==> src/design/bfts_pkg.sv <==
// Shared types and constants for the brute-force tour search block.
package bfts_pkg;

    // Command codes on the input channel
    localparam logic [1:0] CMD_WEIGHT = 2'd0;
    localparam logic [1:0] CMD_TOUR   = 2'd1;
    localparam logic [1:0] CMD_RUN    = 2'd2;

    // Configuration register indexes
    localparam logic [0:0] REG_NUM_CITIES = 1'b0;
    localparam logic [0:0] REG_PERM_COUNT = 1'b1;

    // Port widths fixed by the interface
    localparam int CITY_W   = 3;
    localparam int COST_W   = 19;
    localparam int WDATA_W  = 16;
    localparam int NCITY_W  = 4;
    localparam int PCOUNT_W = 16;

    localparam logic [COST_W-1:0] COST_MAX = {COST_W{1'b1}};

    // Controls from the sequencer to the edge accumulator
    typedef struct packed {
        logic load;   // write one weight table entry
        logic rd;     // look up one edge weight
        logic clear;  // start a new tour sum
        logic add;    // add the looked-up weight, saturating
    } acc_ctrl_t;

    // Sequencer states
    typedef enum logic [4:0] {
        S_IDLE,
        S_COPY_RD,
        S_COPY_WR,
        S_C_RD0,
        S_C_FIRST,
        S_C_RD,
        S_C_WADDR,
        S_C_ACC,
        S_C_CLOSE,
        S_CMP,
        S_BC_RD,
        S_BC_WR,
        S_NEXT,
        S_NP_RDL,
        S_NP_LASTQ,
        S_NP_RDM,
        S_NP_CMPM,
        S_NP_RDK,
        S_NP_CMPK,
        S_NP_SW1,
        S_NP_SW2,
        S_RV_CHK,
        S_RV_RDP,
        S_RV_RDQ,
        S_RV_WP,
        S_RV_WQ,
        S_OUT_RD,
        S_OUT
    } state_t;

endpackage

==> src/design/bfts_edge_acc.sv <==
// Weight table memory with registered lookup and saturating tour-cost accumulator.
module bfts_edge_acc #(
    parameter int MAX_CITIES  = 8,
    parameter int WEIGHT_BITS = 16
) (
    input  logic                            aclk,
    input  bfts_pkg::acc_ctrl_t             ctrl,
    input  logic [bfts_pkg::CITY_W-1:0]     wr_row,
    input  logic [bfts_pkg::CITY_W-1:0]     wr_col,
    input  logic [bfts_pkg::WDATA_W-1:0]    wr_data,
    input  logic [bfts_pkg::CITY_W-1:0]     rd_from,
    input  logic [bfts_pkg::CITY_W-1:0]     rd_to,
    output logic [bfts_pkg::COST_W-1:0]     sum
);

    localparam int WW    = (WEIGHT_BITS < bfts_pkg::WDATA_W) ? WEIGHT_BITS : bfts_pkg::WDATA_W;
    localparam int DEPTH = MAX_CITIES * MAX_CITIES;
    localparam int AW    = $clog2(DEPTH);

    logic [WW-1:0]                mem [DEPTH];
    logic [WW-1:0]                rd_q_reg;
    logic [bfts_pkg::COST_W-1:0]  sum_reg;
    logic [bfts_pkg::COST_W-1:0]  sum_next;
    logic [bfts_pkg::COST_W:0]    sum_wide;
    logic [AW-1:0]                wr_addr;
    logic [AW-1:0]                rd_addr;
    logic                         wr_ok;
    logic                         rd_ok;

    // Flatten row and column into a table address
    assign wr_addr = AW'(AW'(wr_row) * AW'(MAX_CITIES) + AW'(wr_col));
    assign rd_addr = AW'(AW'(rd_from) * AW'(MAX_CITIES) + AW'(rd_to));
    assign wr_ok   = (int'(wr_row) < MAX_CITIES) && (int'(wr_col) < MAX_CITIES);
    assign rd_ok   = (int'(rd_from) < MAX_CITIES) && (int'(rd_to) < MAX_CITIES);

    // Write weights, look up one edge; an edge touching an unknown city weighs zero
    always_ff @(posedge aclk) begin
        if (ctrl.load && wr_ok) begin
            mem[wr_addr] <= wr_data[WW-1:0];
        end
        if (ctrl.rd) begin
            if (rd_ok) begin
                rd_q_reg <= mem[rd_addr];
            end else begin
                rd_q_reg <= '0;
            end
        end
    end

    // Saturating add of the looked-up weight
    always_comb begin
        sum_wide = {1'b0, sum_reg} + (bfts_pkg::COST_W + 1)'(rd_q_reg);
        if (sum_wide > (bfts_pkg::COST_W + 1)'(bfts_pkg::COST_MAX)) begin
            sum_next = bfts_pkg::COST_MAX;
        end else begin
            sum_next = sum_wide[bfts_pkg::COST_W-1:0];
        end
    end

    // Hold the running tour sum
    always_ff @(posedge aclk) begin
        if (ctrl.clear) begin
            sum_reg <= '0;
        end else if (ctrl.add) begin
            sum_reg <= sum_next;
        end
    end

    assign sum = sum_reg;

endmodule

==> src/design/brute_force_tour_search.sv <==
// Top level: loads weights and a start tour, then searches tours in lexicographic order.
//
//  channel  dir  handshake              payload
//  s_       in   s_valid / s_ready      s_cmd s_row s_col s_weight s_position s_city
//  m_       out  m_valid / m_ready      m_min_cost m_tour_position m_tour_city m_last
//  cfg_     in   cfg_wr_en              cfg_index cfg_wr_data
//
// Load beats are taken while idle. A run beat copies the start tour, then for each tour
// scores it, copies it to the best tour when it improves, and steps to the next
// permutation; the single read port of the working tour memory and the shared edge
// accumulator serialise these steps. Each result beat is read from the best tour memory
// before it is offered, so results do not leave back to back. s_ready is high only between runs.
// aresetn is synchronous and clears the sequencer and configuration; memories hold.
module brute_force_tour_search #(
    parameter int MAX_CITIES  = 8,
    parameter int WEIGHT_BITS = 16
) (
    input  logic                              aclk,
    input  logic                              aresetn,
    // configuration
    input  logic                              cfg_wr_en,
    input  logic [0:0]                        cfg_index,
    input  logic [bfts_pkg::PCOUNT_W-1:0]     cfg_wr_data,
    // input channel
    input  logic                              s_valid,
    output logic                              s_ready,
    input  logic [1:0]                        s_cmd,
    input  logic [2:0]                        s_row,
    input  logic [2:0]                        s_col,
    input  logic [15:0]                       s_weight,
    input  logic [2:0]                        s_position,
    input  logic [2:0]                        s_city,
    // result channel
    output logic                              m_valid,
    input  logic                              m_ready,
    output logic [18:0]                       m_min_cost,
    output logic [2:0]                        m_tour_position,
    output logic [2:0]                        m_tour_city,
    output logic                              m_last
);

    localparam int PW = $clog2(MAX_CITIES);
    localparam int CW = $clog2(MAX_CITIES + 1);
    localparam int CTW = bfts_pkg::CITY_W;

    bfts_pkg::state_t state_reg, state_next;

    logic [bfts_pkg::NCITY_W-1:0]  num_cities_reg;
    logic [bfts_pkg::PCOUNT_W-1:0] perm_count_reg;

    logic [CW-1:0]   n_reg, n_next, n_clamp;
    logic [PW-1:0]   n_m1;
    logic [PW-1:0]   idx_reg, idx_next;
    logic [PW-1:0]   m_reg, m_next;
    logic [PW-1:0]   k_reg, k_next;
    logic [CTW-1:0]  hold_reg, hold_next;
    logic [CTW-1:0]  piv_reg, piv_next;
    logic [CTW-1:0]  first_reg, first_next;
    logic [CTW-1:0]  prev_reg, prev_next;
    logic            closing_reg, closing_next;
    logic            first_eval_reg, first_eval_next;
    logic [bfts_pkg::PCOUNT_W-1:0] total_reg, total_next;
    logic [bfts_pkg::PCOUNT_W-1:0] perm_idx_reg, perm_idx_next;
    logic [bfts_pkg::COST_W-1:0]   best_cost_reg, best_cost_next;

    // tour memories
    logic [CTW-1:0] cur_mem  [MAX_CITIES];
    logic [CTW-1:0] work_mem [MAX_CITIES];
    logic [CTW-1:0] best_mem [MAX_CITIES];
    logic [CTW-1:0] cur_q_reg, work_q_reg, best_q_reg;

    logic           cur_wr_en, cur_rd_en;
    logic           work_wr_en, work_rd_en;
    logic           best_wr_en, best_rd_en;
    logic [PW-1:0]  cur_wr_addr;
    logic [PW-1:0]  work_wr_addr, work_rd_addr;
    logic [CTW-1:0] work_wr_data, best_wr_data;

    bfts_pkg::acc_ctrl_t     acc_ctrl;
    logic [CTW-1:0]          acc_from, acc_to;
    logic [bfts_pkg::COST_W-1:0] tour_sum;

    logic s_beat;
    logic m_beat;
    logic run_beat;
    logic idx_last;
    logic improve;

    assign s_beat   = s_valid && s_ready;
    assign m_beat   = m_valid && m_ready;
    assign run_beat = s_beat && (s_cmd == bfts_pkg::CMD_RUN);
    assign n_m1     = PW'(n_reg - CW'(1));
    assign idx_last = (idx_reg == n_m1);
    assign improve  = first_eval_reg || (tour_sum < best_cost_reg);

    // Clamp the configured city count into the supported range
    always_comb begin
        if (num_cities_reg < bfts_pkg::NCITY_W'(2)) begin
            n_clamp = CW'(2);
        end else if (int'(num_cities_reg) > MAX_CITIES) begin
            n_clamp = CW'(MAX_CITIES);
        end else begin
            n_clamp = CW'(num_cities_reg);
        end
    end

    // Configuration registers
    always_ff @(posedge aclk) begin
        if (!aresetn) begin
            num_cities_reg <= bfts_pkg::NCITY_W'(8);
            perm_count_reg <= bfts_pkg::PCOUNT_W'(1);
        end else if (cfg_wr_en) begin
            unique case (cfg_index)
                bfts_pkg::REG_NUM_CITIES: num_cities_reg <= cfg_wr_data[bfts_pkg::NCITY_W-1:0];
                bfts_pkg::REG_PERM_COUNT: perm_count_reg <= cfg_wr_data;
                default: ;
            endcase
        end
    end

    // Next state
    always_comb begin
        state_next = state_reg;
        unique case (state_reg)
            bfts_pkg::S_IDLE:     if (run_beat) state_next = bfts_pkg::S_COPY_RD;
            bfts_pkg::S_COPY_RD:  state_next = bfts_pkg::S_COPY_WR;
            bfts_pkg::S_COPY_WR:  state_next = idx_last ? bfts_pkg::S_C_RD0 : bfts_pkg::S_COPY_RD;
            bfts_pkg::S_C_RD0:    state_next = bfts_pkg::S_C_FIRST;
            bfts_pkg::S_C_FIRST:  state_next = bfts_pkg::S_C_RD;
            bfts_pkg::S_C_RD:     state_next = bfts_pkg::S_C_WADDR;
            bfts_pkg::S_C_WADDR:  state_next = bfts_pkg::S_C_ACC;
            bfts_pkg::S_C_ACC: begin
                if (closing_reg) state_next = bfts_pkg::S_CMP;
                else if (idx_last) state_next = bfts_pkg::S_C_CLOSE;
                else state_next = bfts_pkg::S_C_RD;
            end
            bfts_pkg::S_C_CLOSE:  state_next = bfts_pkg::S_C_ACC;
            bfts_pkg::S_CMP: begin
                if (improve && !first_eval_reg) state_next = bfts_pkg::S_BC_RD;
                else state_next = bfts_pkg::S_NEXT;
            end
            bfts_pkg::S_BC_RD:    state_next = bfts_pkg::S_BC_WR;
            bfts_pkg::S_BC_WR:    state_next = idx_last ? bfts_pkg::S_NEXT : bfts_pkg::S_BC_RD;
            bfts_pkg::S_NEXT: begin
                if (perm_idx_reg >= total_reg) state_next = bfts_pkg::S_OUT_RD;
                else state_next = bfts_pkg::S_NP_RDL;
            end
            bfts_pkg::S_NP_RDL:   state_next = bfts_pkg::S_NP_LASTQ;
            bfts_pkg::S_NP_LASTQ: state_next = bfts_pkg::S_NP_RDM;
            bfts_pkg::S_NP_RDM:   state_next = bfts_pkg::S_NP_CMPM;
            bfts_pkg::S_NP_CMPM: begin
                if (work_q_reg >= hold_reg) begin
                    state_next = (m_reg == '0) ? bfts_pkg::S_OUT_RD : bfts_pkg::S_NP_RDM;
                end else begin
                    state_next = bfts_pkg::S_NP_RDK;
                end
            end
            bfts_pkg::S_NP_RDK:   state_next = bfts_pkg::S_NP_CMPK;
            bfts_pkg::S_NP_CMPK: begin
                if (work_q_reg <= piv_reg) state_next = bfts_pkg::S_NP_RDK;
                else state_next = bfts_pkg::S_NP_SW1;
            end
            bfts_pkg::S_NP_SW1:   state_next = bfts_pkg::S_NP_SW2;
            bfts_pkg::S_NP_SW2:   state_next = bfts_pkg::S_RV_CHK;
            bfts_pkg::S_RV_CHK: begin
                if (idx_reg < k_reg) state_next = bfts_pkg::S_RV_RDP;
                else state_next = bfts_pkg::S_C_RD0;
            end
            bfts_pkg::S_RV_RDP:   state_next = bfts_pkg::S_RV_RDQ;
            bfts_pkg::S_RV_RDQ:   state_next = bfts_pkg::S_RV_WP;
            bfts_pkg::S_RV_WP:    state_next = bfts_pkg::S_RV_WQ;
            bfts_pkg::S_RV_WQ:    state_next = bfts_pkg::S_RV_CHK;
            bfts_pkg::S_OUT_RD:   state_next = bfts_pkg::S_OUT;
            bfts_pkg::S_OUT: begin
                if (m_ready) state_next = idx_last ? bfts_pkg::S_IDLE : bfts_pkg::S_OUT_RD;
            end
            default:              state_next = bfts_pkg::S_IDLE;
        endcase
    end

    // Sequencer outputs: counters, scratch registers, memory and accumulator controls
    always_comb begin
        n_next          = n_reg;
        idx_next        = idx_reg;
        m_next          = m_reg;
        k_next          = k_reg;
        hold_next       = hold_reg;
        piv_next        = piv_reg;
        first_next      = first_reg;
        prev_next       = prev_reg;
        closing_next    = closing_reg;
        first_eval_next = first_eval_reg;
        total_next      = total_reg;
        perm_idx_next   = perm_idx_reg;
        best_cost_next  = best_cost_reg;

        cur_wr_en    = 1'b0;
        cur_wr_addr  = PW'(s_position);
        cur_rd_en    = 1'b0;
        work_wr_en   = 1'b0;
        work_wr_addr = idx_reg;
        work_wr_data = cur_q_reg;
        work_rd_en   = 1'b0;
        work_rd_addr = idx_reg;
        best_wr_en   = 1'b0;
        best_wr_data = cur_q_reg;
        best_rd_en   = 1'b0;
        acc_ctrl     = '0;
        acc_from     = prev_reg;
        acc_to       = work_q_reg;

        unique case (state_reg)
            bfts_pkg::S_IDLE: begin
                if (s_beat) begin
                    unique case (s_cmd)
                        bfts_pkg::CMD_WEIGHT: acc_ctrl.load = 1'b1;
                        bfts_pkg::CMD_TOUR:   cur_wr_en = (int'(s_position) < MAX_CITIES);
                        bfts_pkg::CMD_RUN: begin
                            n_next          = n_clamp;
                            idx_next        = '0;
                            first_eval_next = 1'b1;
                            perm_idx_next   = bfts_pkg::PCOUNT_W'(1);
                            total_next      = (perm_count_reg == '0) ?
                                              bfts_pkg::PCOUNT_W'(1) : perm_count_reg;
                        end
                        default: ;
                    endcase
                end
            end
            bfts_pkg::S_COPY_RD: cur_rd_en = 1'b1;
            bfts_pkg::S_COPY_WR: begin
                work_wr_en = 1'b1;
                best_wr_en = 1'b1;
                if (!idx_last) idx_next = idx_reg + PW'(1);
            end
            // score the working tour as a closed cycle
            bfts_pkg::S_C_RD0: begin
                work_rd_en   = 1'b1;
                work_rd_addr = '0;
                idx_next     = PW'(1);
                closing_next = 1'b0;
            end
            bfts_pkg::S_C_FIRST: begin
                first_next     = work_q_reg;
                prev_next      = work_q_reg;
                acc_ctrl.clear = 1'b1;
            end
            bfts_pkg::S_C_RD: work_rd_en = 1'b1;
            bfts_pkg::S_C_WADDR: begin
                acc_ctrl.rd = 1'b1;
                prev_next   = work_q_reg;
            end
            bfts_pkg::S_C_ACC: begin
                acc_ctrl.add = 1'b1;
                if (!closing_reg && !idx_last) idx_next = idx_reg + PW'(1);
            end
            bfts_pkg::S_C_CLOSE: begin
                acc_ctrl.rd  = 1'b1;
                acc_to       = first_reg;
                closing_next = 1'b1;
            end
            // keep the least cost; copy the tour only when it improves
            bfts_pkg::S_CMP: begin
                if (improve) best_cost_next = tour_sum;
                first_eval_next = 1'b0;
                idx_next        = '0;
            end
            bfts_pkg::S_BC_RD: work_rd_en = 1'b1;
            bfts_pkg::S_BC_WR: begin
                best_wr_en   = 1'b1;
                best_wr_data = work_q_reg;
                if (!idx_last) idx_next = idx_reg + PW'(1);
            end
            bfts_pkg::S_NEXT: idx_next = '0;
            // next permutation: find the pivot from the right
            bfts_pkg::S_NP_RDL: begin
                work_rd_en   = 1'b1;
                work_rd_addr = n_m1;
                m_next       = PW'(n_reg - CW'(2));
            end
            bfts_pkg::S_NP_LASTQ: hold_next = work_q_reg;
            bfts_pkg::S_NP_RDM: begin
                work_rd_en   = 1'b1;
                work_rd_addr = m_reg;
            end
            bfts_pkg::S_NP_CMPM: begin
                if (work_q_reg >= hold_reg) begin
                    hold_next = work_q_reg;
                    if (m_reg != '0) m_next = m_reg - PW'(1);
                    idx_next = '0;
                end else begin
                    piv_next = work_q_reg;
                    k_next   = n_m1;
                end
            end
            // find the rightmost entry above the pivot
            bfts_pkg::S_NP_RDK: begin
                work_rd_en   = 1'b1;
                work_rd_addr = k_reg;
            end
            bfts_pkg::S_NP_CMPK: begin
                if (work_q_reg <= piv_reg) k_next = k_reg - PW'(1);
                else hold_next = work_q_reg;
            end
            // swap pivot and successor
            bfts_pkg::S_NP_SW1: begin
                work_wr_en   = 1'b1;
                work_wr_addr = m_reg;
                work_wr_data = hold_reg;
            end
            bfts_pkg::S_NP_SW2: begin
                work_wr_en   = 1'b1;
                work_wr_addr = k_reg;
                work_wr_data = piv_reg;
                idx_next     = m_reg + PW'(1);
                k_next       = n_m1;
            end
            // reverse the tail, one pair per pass
            bfts_pkg::S_RV_CHK: begin
                if (idx_reg >= k_reg) perm_idx_next = perm_idx_reg + bfts_pkg::PCOUNT_W'(1);
            end
            bfts_pkg::S_RV_RDP: work_rd_en = 1'b1;
            bfts_pkg::S_RV_RDQ: begin
                hold_next    = work_q_reg;
                work_rd_en   = 1'b1;
                work_rd_addr = k_reg;
            end
            bfts_pkg::S_RV_WP: begin
                work_wr_en   = 1'b1;
                work_wr_data = work_q_reg;
            end
            bfts_pkg::S_RV_WQ: begin
                work_wr_en   = 1'b1;
                work_wr_addr = k_reg;
                work_wr_data = hold_reg;
                idx_next     = idx_reg + PW'(1);
                k_next       = k_reg - PW'(1);
            end
            // emit the best tour, one position per beat
            bfts_pkg::S_OUT_RD: best_rd_en = 1'b1;
            bfts_pkg::S_OUT: begin
                if (m_ready && !idx_last) idx_next = idx_reg + PW'(1);
            end
            default: ;
        endcase
    end

    // Control and scratch registers
    always_ff @(posedge aclk) begin
        if (!aresetn) begin
            state_reg      <= bfts_pkg::S_IDLE;
            best_cost_reg  <= '0;
            perm_idx_reg   <= '0;
            first_eval_reg <= 1'b0;
            closing_reg    <= 1'b0;
        end else begin
            state_reg      <= state_next;
            best_cost_reg  <= best_cost_next;
            perm_idx_reg   <= perm_idx_next;
            first_eval_reg <= first_eval_next;
            closing_reg    <= closing_next;
        end
    end

    always_ff @(posedge aclk) begin
        n_reg     <= n_next;
        idx_reg   <= idx_next;
        m_reg     <= m_next;
        k_reg     <= k_next;
        hold_reg  <= hold_next;
        piv_reg   <= piv_next;
        first_reg <= first_next;
        prev_reg  <= prev_next;
        total_reg <= total_next;
    end

    // Tour memories, one write and one registered read each
    always_ff @(posedge aclk) begin
        if (cur_wr_en) cur_mem[cur_wr_addr] <= s_city;
        if (cur_rd_en) cur_q_reg <= cur_mem[idx_reg];
    end

    always_ff @(posedge aclk) begin
        if (work_wr_en) work_mem[work_wr_addr] <= work_wr_data;
        if (work_rd_en) work_q_reg <= work_mem[work_rd_addr];
    end

    always_ff @(posedge aclk) begin
        if (best_wr_en) best_mem[idx_reg] <= best_wr_data;
        if (best_rd_en) best_q_reg <= best_mem[idx_reg];
    end

    // Weight table and tour cost accumulator
    bfts_edge_acc #(
        .MAX_CITIES  (MAX_CITIES),
        .WEIGHT_BITS (WEIGHT_BITS)
    ) u_edge_acc (
        .aclk    (aclk),
        .ctrl    (acc_ctrl),
        .wr_row  (s_row),
        .wr_col  (s_col),
        .wr_data (s_weight),
        .rd_from (acc_from),
        .rd_to   (acc_to),
        .sum     (tour_sum)
    );

    // Handshake and result fields
    assign s_ready         = (state_reg == bfts_pkg::S_IDLE);
    assign m_valid         = (state_reg == bfts_pkg::S_OUT);
    assign m_min_cost      = best_cost_reg;
    assign m_tour_position = 3'(idx_reg);
    assign m_tour_city     = best_q_reg;
    assign m_last          = idx_last;

    // Input and result sides never open together
    assert property (@(posedge aclk) disable iff (!aresetn)
        !(s_ready && m_valid))
        else $error("input and result channels both open");

    // A run beat closes the input side
    assert property (@(posedge aclk) disable iff (!aresetn)
        run_beat |=> !s_ready)
        else $error("input side still open after run beat");

    // The final result beat reopens the input side
    assert property (@(posedge aclk) disable iff (!aresetn)
        (m_beat && m_last) |=> (s_ready && !m_valid))
        else $error("block not idle after final result beat");

    // Position resets to zero on the first result of a run
    assert property (@(posedge aclk) disable iff (!aresetn)
        $rose(m_valid) && ($past(state_reg, 2) != bfts_pkg::S_OUT) |-> m_tour_position == 3'd0)
        else $error("first result beat not at position zero");

endmodule
==> config.mk <==
export PLATFORM = sky130hd
export DESIGN_NAME = brute_force_tour_search
export DESIGN_NICKNAME = d
export VERILOG_FILES = /design/src/design/bfts_pkg.sv /design/src/design/bfts_edge_acc.sv /design/src/design/brute_force_tour_search.sv
export SDC_FILE = /design/constraint.sdc
export NUM_CORES = 2
export LEC_CHECK = 0
export ABC_AREA = 1
export BUFFER_PORTS_ARGS = -buffer_cell sky130_fd_sc_hd__buf_2
export CELL_PAD_IN_SITES_DETAIL_PLACEMENT = 1
export CELL_PAD_IN_SITES_GLOBAL_PLACEMENT = 2
export CORE_ASPECT_RATIO = 0.75
export CORE_MARGIN = 3
export CORE_UTILIZATION = 38
export CTS_CLUSTER_SIZE = 20
export DETAILED_ROUTE_END_ITERATION = 10
export PLACE_DENSITY_LB_ADDON = 0.1
export SLEW_MARGIN = 20
export SYNTH_ARGS = -nofsm -noshare
export SYNTH_HDL_FRONTEND = slang
export SYNTH_SLANG_ARGS = --single-unit
==> constraint.sdc <==
create_clock -name aclk -period 2.7 [get_ports aclk]
set_input_delay 0.54 -clock aclk [delete_from_list [all_inputs] [get_ports aclk]]
set_output_delay 0.54 -clock aclk [all_outputs]
set_load 0.01 [all_outputs]
# Word level (Yosys, flattened, before mapping)
# Memories as Yosys holds them, arrays and structs flattened. A register that Yosys moved wholly into a read port is not among the register bits.
# Cells that the tools add are included.
# Widths: inputs -> output; s select.
[op_classes]
n_addsub = 10
n_lt_le_gt_ge = 9
eq_ne = 43
mux = 67
bitwise = 2
n_reduce_logical = 44
[op_table]
columns = ["op", "count"]
rows = [
  ["$pmux 5 s26", 1],
  ["$eq 5x5->1 const B", 12],
  ["$mux 16", 3],
  ["$mux 3", 16],
  ["$eq 5x4->1 const B", 8],
  ["$mux 5", 7],
  ["$pmux 16 s2", 1],
  ["$pmux 3 s9", 1],
  ["$mux 1", 24],
  ["$pmux 3 s4", 2],
  ["$add 19x16->20", 1],
  ["$eq 5x3->1 const B", 4],
  ["$gt 20x19->1 const B", 1],
  ["$lt 19x19->1", 1],
  ["$mux 19", 1],
  ["$pmux 3 s3", 2],
  ["$reduce_or 2->1", 9],
  ["$add 16x1->16 const B", 1],
  ["$ge 16x16->1", 1],
  ["$logic_not 16->1", 1],
  ["$ne 2x2->1 const B", 8],
  ["$reduce_and 3->1", 5],
  ["$add 6x3->6", 2],
  ["$pmux 3 s2", 2],
  ["other kinds (33)", 61],
]
[word_totals]
regBits = 121
mem_bits_rw = 1096
inputBits = 52
wordCells = 197
n_memories = 4
[memory_table]
columns = ["name", "words", "width", "read_ports", "rd_ports_with_merged_regs", "write_ports", "line_no", "rtl"]
rows = [
  ["u_edge_acc.mem", 64, 16, 1, 1, 1, "bfts_edge_acc.sv:20", "logic [WW-1:0] mem [DEPTH];"],
  ["best_mem", 8, 3, 1, 1, 1, "brute_force_tour_search.sv:69", "logic [CTW-1:0] best_mem [MAX_CITIES];"],
  ["cur_mem", 8, 3, 1, 1, 1, "brute_force_tour_search.sv:67", "logic [CTW-1:0] cur_mem [MAX_CITIES];"],
  ["work_mem", 8, 3, 1, 1, 1, "brute_force_tour_search.sv:68", "logic [CTW-1:0] work_mem [MAX_CITIES];"],
]

# Depth between registers and ports, before layout
[logic_depth]
depth_word = 6
ltp_mapped = 15
mapped_depth_nobuf = 15

# Hierarchy
# A second synthesis with hierarchy kept.
[unflattened]
hier_cells = 4705
area_unflattened_um2 = 52551.7
[by_module_without_submodules]
columns = ["mod", "instances", "cells_per_inst", "area_per_inst_um2", "seq_area_each_um2"]
rows = [
  ["bfts_edge_acc", 1, 3637, 43210.2, 31610.3],
  ["brute_force_tour_search", 1, 1068, 9341.5, 4874.7],
]

# Worst setup path after synthesis
# Ideal clock, no wire load.
[synth_timing]
kind = "register -> register"
start = "register state_reg[4]"
end = "memory u_edge_acc.mem[0][0] in the netlist's numbering, enable pin"
setup_time_ns = 0.388
t_arrival_ns = 2.425
t_required_ns = 2.312
setup_slack_ns = -0.114
stages_incl_launch_ff = 11
path_buffers = 1
path_cell_list = "dfxtp_1 > inv_1 > buf_4 > nand2_1 > nor2_2 > inv_2 > nor3b_2 > nand2_1 > nor2_1 > nand3_1 > nor2_1"
[synth_between]
elab_chain_len = 6
[synth_lines]
columns = ["item", "line_no", "rtl"]
rows = [
  ["from (decl)", "brute_force_tour_search.sv:46", "bfts_pkg::state_t state_reg, state_next;"],
  ["from (signal assigned)", "brute_force_tour_search.sv:351", "state_reg <= bfts_pkg::S_IDLE;"],
  ["from (signal assigned)", "brute_force_tour_search.sv:357", "state_reg <= state_next;"],
  ["$logic_not 5->1 (*)", "brute_force_tour_search.sv:409", "assign s_ready = (state_reg == bfts_pkg::S_IDLE);"],
  ["via s_ready", "brute_force_tour_search.sv:26", "output logic s_ready,"],
  ["$logic_and 1x1->1", "brute_force_tour_search.sv:89", "assign s_beat = s_valid && s_ready;"],
  ["$mux 1", "brute_force_tour_search.sv:214", "if (s_beat) begin"],
  ["$mux 1 (*)", "brute_force_tour_search.sv:212", "unique case (state_reg)"],
  ["$mux 1 (*)", "bfts_edge_acc.sv:38", "if (ctrl.load && wr_ok) begin"],
  ["$mux 1 (implied by the code) (*)", "bfts_edge_acc.sv:39", "mem[wr_addr] <= wr_data[WW-1:0];"],
  ["to (decl)", "bfts_edge_acc.sv:20", ""],
]
# The timed path passes the listed nets; every way through them passes the cells marked *.

# Final worst setup path
[layout_timing]
start = "register n_reg[0]"
end = "output m_last"
[layout_between]
elab_chain_len = 2
[layout_lines]
columns = ["item", "line_no", "rtl"]
rows = [
  ["from (decl)", "brute_force_tour_search.sv:51", "logic [CW-1:0] n_reg, n_next, n_clamp;"],
  ["from (signal assigned)", "brute_force_tour_search.sv:366", "n_reg <= n_next;"],
  ["$sub 3x1->3", "brute_force_tour_search.sv:92", "assign n_m1 = PW'(n_reg - CW'(1));"],
  ["$eq 3x3->1", "brute_force_tour_search.sv:93", "assign idx_last = (idx_reg == n_m1);"],
  ["to (decl)", "brute_force_tour_search.sv:39", "output logic m_last"],
]
# No other way between the ends.

==> results.cfg <==
[routing]
wl_per_cell_um = 23.3
dr.first_iter.drc_count = 3567
route.detailed.drc = 0
ant_nets = 0
vias_per_cell = 5.07
wl_um = 191000
first_pass_iters = 5
vias = 41491

[logic_synthesis]
synth_top_area_cell = edfxtp_1
synth_area_leaders = edfxtp_1, nand3_1, nand2_1, inv_1, dfxtp_1
syn-cell-area_um2 = 56000
netlist_instances = 5650
ys_seq_elements = 1242
ys_types = 51
synth_top_area_share = 0.623
synth_warnings = 0
synth_enable_flop_cells = 1161
synthFlopType = edfxtp_1
synthTopCellsByCount = nand2_1, edfxtp_1, inv_1
yosysMostFrequentCell = nand2_1
yosysSeqAreaShare = 0.652
syn_nets = 5768
avgSynthCellArea_um2 = 9.91
async_flop_share = 0

[worst_setup_path]
cpMostUsedCell = inv_2
path_buf_inv = 3
crit_family = flip-flops
critPathMaxFanout = 3
crit_chain = inv_2 -> ha_4 -> xnor2_2 -> a21oi_2 -> nand2_2 -> inv_2 -> buf_6
worst-setup-path-type = flip-flop to output port
crit_path_top_delay_cell = edfxtp_1
crit_start = n_reg[0]
max_stage_delay_ns = 0.44
r2r-start = state_reg[0]
arrival_ns = 2.11
cp-start-kind = flip-flop
endpoint_kind = output port
required_ns = 2.16

[cells_and_area]
fill_cells = 16007
multi_input_area_um2 = 14900
regArea_um2 = 36500
nets = 6212
fin_util = 0.471
drive_gt1_frac = 0.146
areaGrowthSynthToFinish_pct = 22.5
regMostFlops = u_edge_acc.mem
largest_reg_flops = 1024

[timing]
grt_setup_unrepaired = true
min_period_ns = 2.65
hold_viol = 0
tightest_slew_ns = 0.961
finalCritPeriodShare = 0.980
setup_viol = 0
finalMaxSlewViolations = 0
fmax_ghz = 0.378
maxSlewHeadroom = 0.352
finalClockSkew_ns = 0.0273

[floorplan]
ios = 80
die_y_um = 338
fp-row-count = 121
die_area_um2 = 152000
core_area_um2 = 146000
start_util = 0.384
die_w_um = 449

[power]
p_total_uw = 41000
ir_drop_mv = 0.503
leakagePower_uw = 0.0292
powerDensity_nw_per_um2 = 597

[cts]
clkLatencyLatePin_ns = 0.78
cts_tree = built
cts.path.max_buffers = 3
clock_sinks = 1242
root_buffer = clkbuf_16
cts_buffers = 136
h-tree-depth = 4
path_clk_slew_ns = 0.06

[place]
globalplace.congestion = 0.824
hpwl_um = 125000
portBuffers = 79

[global_route]
grt_antenna_before_repair = 11
grt_max_degree = 69
grt_overflow = 0
grt_pass1_vias = 41968
grt_pass1_wl_um = 280000
grt_usage = 0.249

[outcome]
outcome = finished clean

[min_path]
min_path_type = input pin to flip-flop
hold_start = cfg_wr_data[5]

[run]
cap_violations = 0
## kinds of logic after synthesis
family          Yosys count  synth area share
compound gates          272            0.0272
xor+xnor                 21           0.00329
fa+ha+maj                66            0.0149
buf+inv                1409            0.0977
flops                  1242             0.652
mux                       1          0.000179
simple gates           2639             0.205
## tightest hold or removal path, stage by stage
cell and delay [ns]:
buf_2 0.07, o21ai_0 0.08, a21oi_1 0.11
## cell usage in the layout (no fill, tap or decap), drive strengths merged, types with 2 or more instances in the layout
cell,Yosys,layout
o21bai,3,3
buf,170,552
nor4,12,12
nand3,1053,1053
a21oi,109,109
nand4,23,23
a221oi,8,8
clkinv,2,49
o21ai,106,106
o22ai,6,6
inv,1147,1150
nand2,1318,1318
nand3b,13,13
xor2,6,6
o211ai,10,10
a22oi,4,4
a22o,2,2
xnor2,15,15
bufinv,0,10
bufbuf,0,2
diode,0,9
clkbuf,90,184
a31oi,8,8
o21a,4,4
ha,65,65
dlygate4sd3,0,12
a21o,2,2
nor2,186,186
nor3,31,31
dfxtp,81,81
o2bb2ai,4,4
edfxtp,1161,1161
and3,2,2
## per-stage QoR
step / hold WS (ns) / worst slack [ns] / TNS (ns) / instance area [µm²] / cells
2_1_floorplan: 0.442 / -0.114 / -116.35 / 56000 / 5650
3_3_place_gp: 0.416 / -0.398 / -183.49 / 62900 / 7879
3_5_place_dp: 0.418 / -0.450 / -188.69 / 62900 / 7879
4_1_cts: 0.00181 / -0.0430 / -0.0430 / 68000 / 8156
5_1_grt: 0.0581 / -0.0461 / -0.285 / 68600 / 8171
6_report: 0.0700 / 0.0530 / 0 / 68600 / 8178
## layer usage
metal / share of wire / track usage / vias to the layer above
met5: 0 / 0 / -
met4: 0.025 / 0.0763 / 0
met3: 0.059 / 0.0437 / 236
met2: 0.43 / 0.369 / 1040
met1: 0.48 / 0.371 / 20788
li1: - / - / 19427
## final cells by class
| cell class | count | area share |
|---|---|---|
| Antenna cell | 9 | 0.000328 |
| Clock inverter | 61 | 0.00835 |
| Clock buffer | 184 | 0.0556 |
| Inverter | 1149 | 0.0630 |
| Multi-Input combinational cell | 2999 | 0.217 |
| Tap cell | 1968 | 0.0359 |
| Sequential cell | 1242 | 0.532 |
| Timing Repair Buffer | 566 | 0.0883 |
## final timing paths
kind                              to  slack (ns)  depth (start not counted)
max                           m_last        0.05                          7
min                perm_count_reg[5]        0.07                          3
max reg2reg  u_edge_acc.rd_q_reg[15]        0.06                         14
min reg2reg             total_reg[3]        0.44                          0
## timing repair
action / in CTS / in global routing
setup buffers: 18 / 13
gates resized for setup: 75 / 91
hold buffers: 12 / 0
cloned: 3 / 0
endpoints found under the hold margin: 19 / 0
pin swaps: 11 / 13
endpoints found under the setup margin: 1039 / 611
## power by group
part | internal [µW] | switching (µW)
combinational | 297 | 794
clock | 10900 | 7910
sequential | 21100 | 33.8
Note: power is estimated with default switching activity, not from simulation.
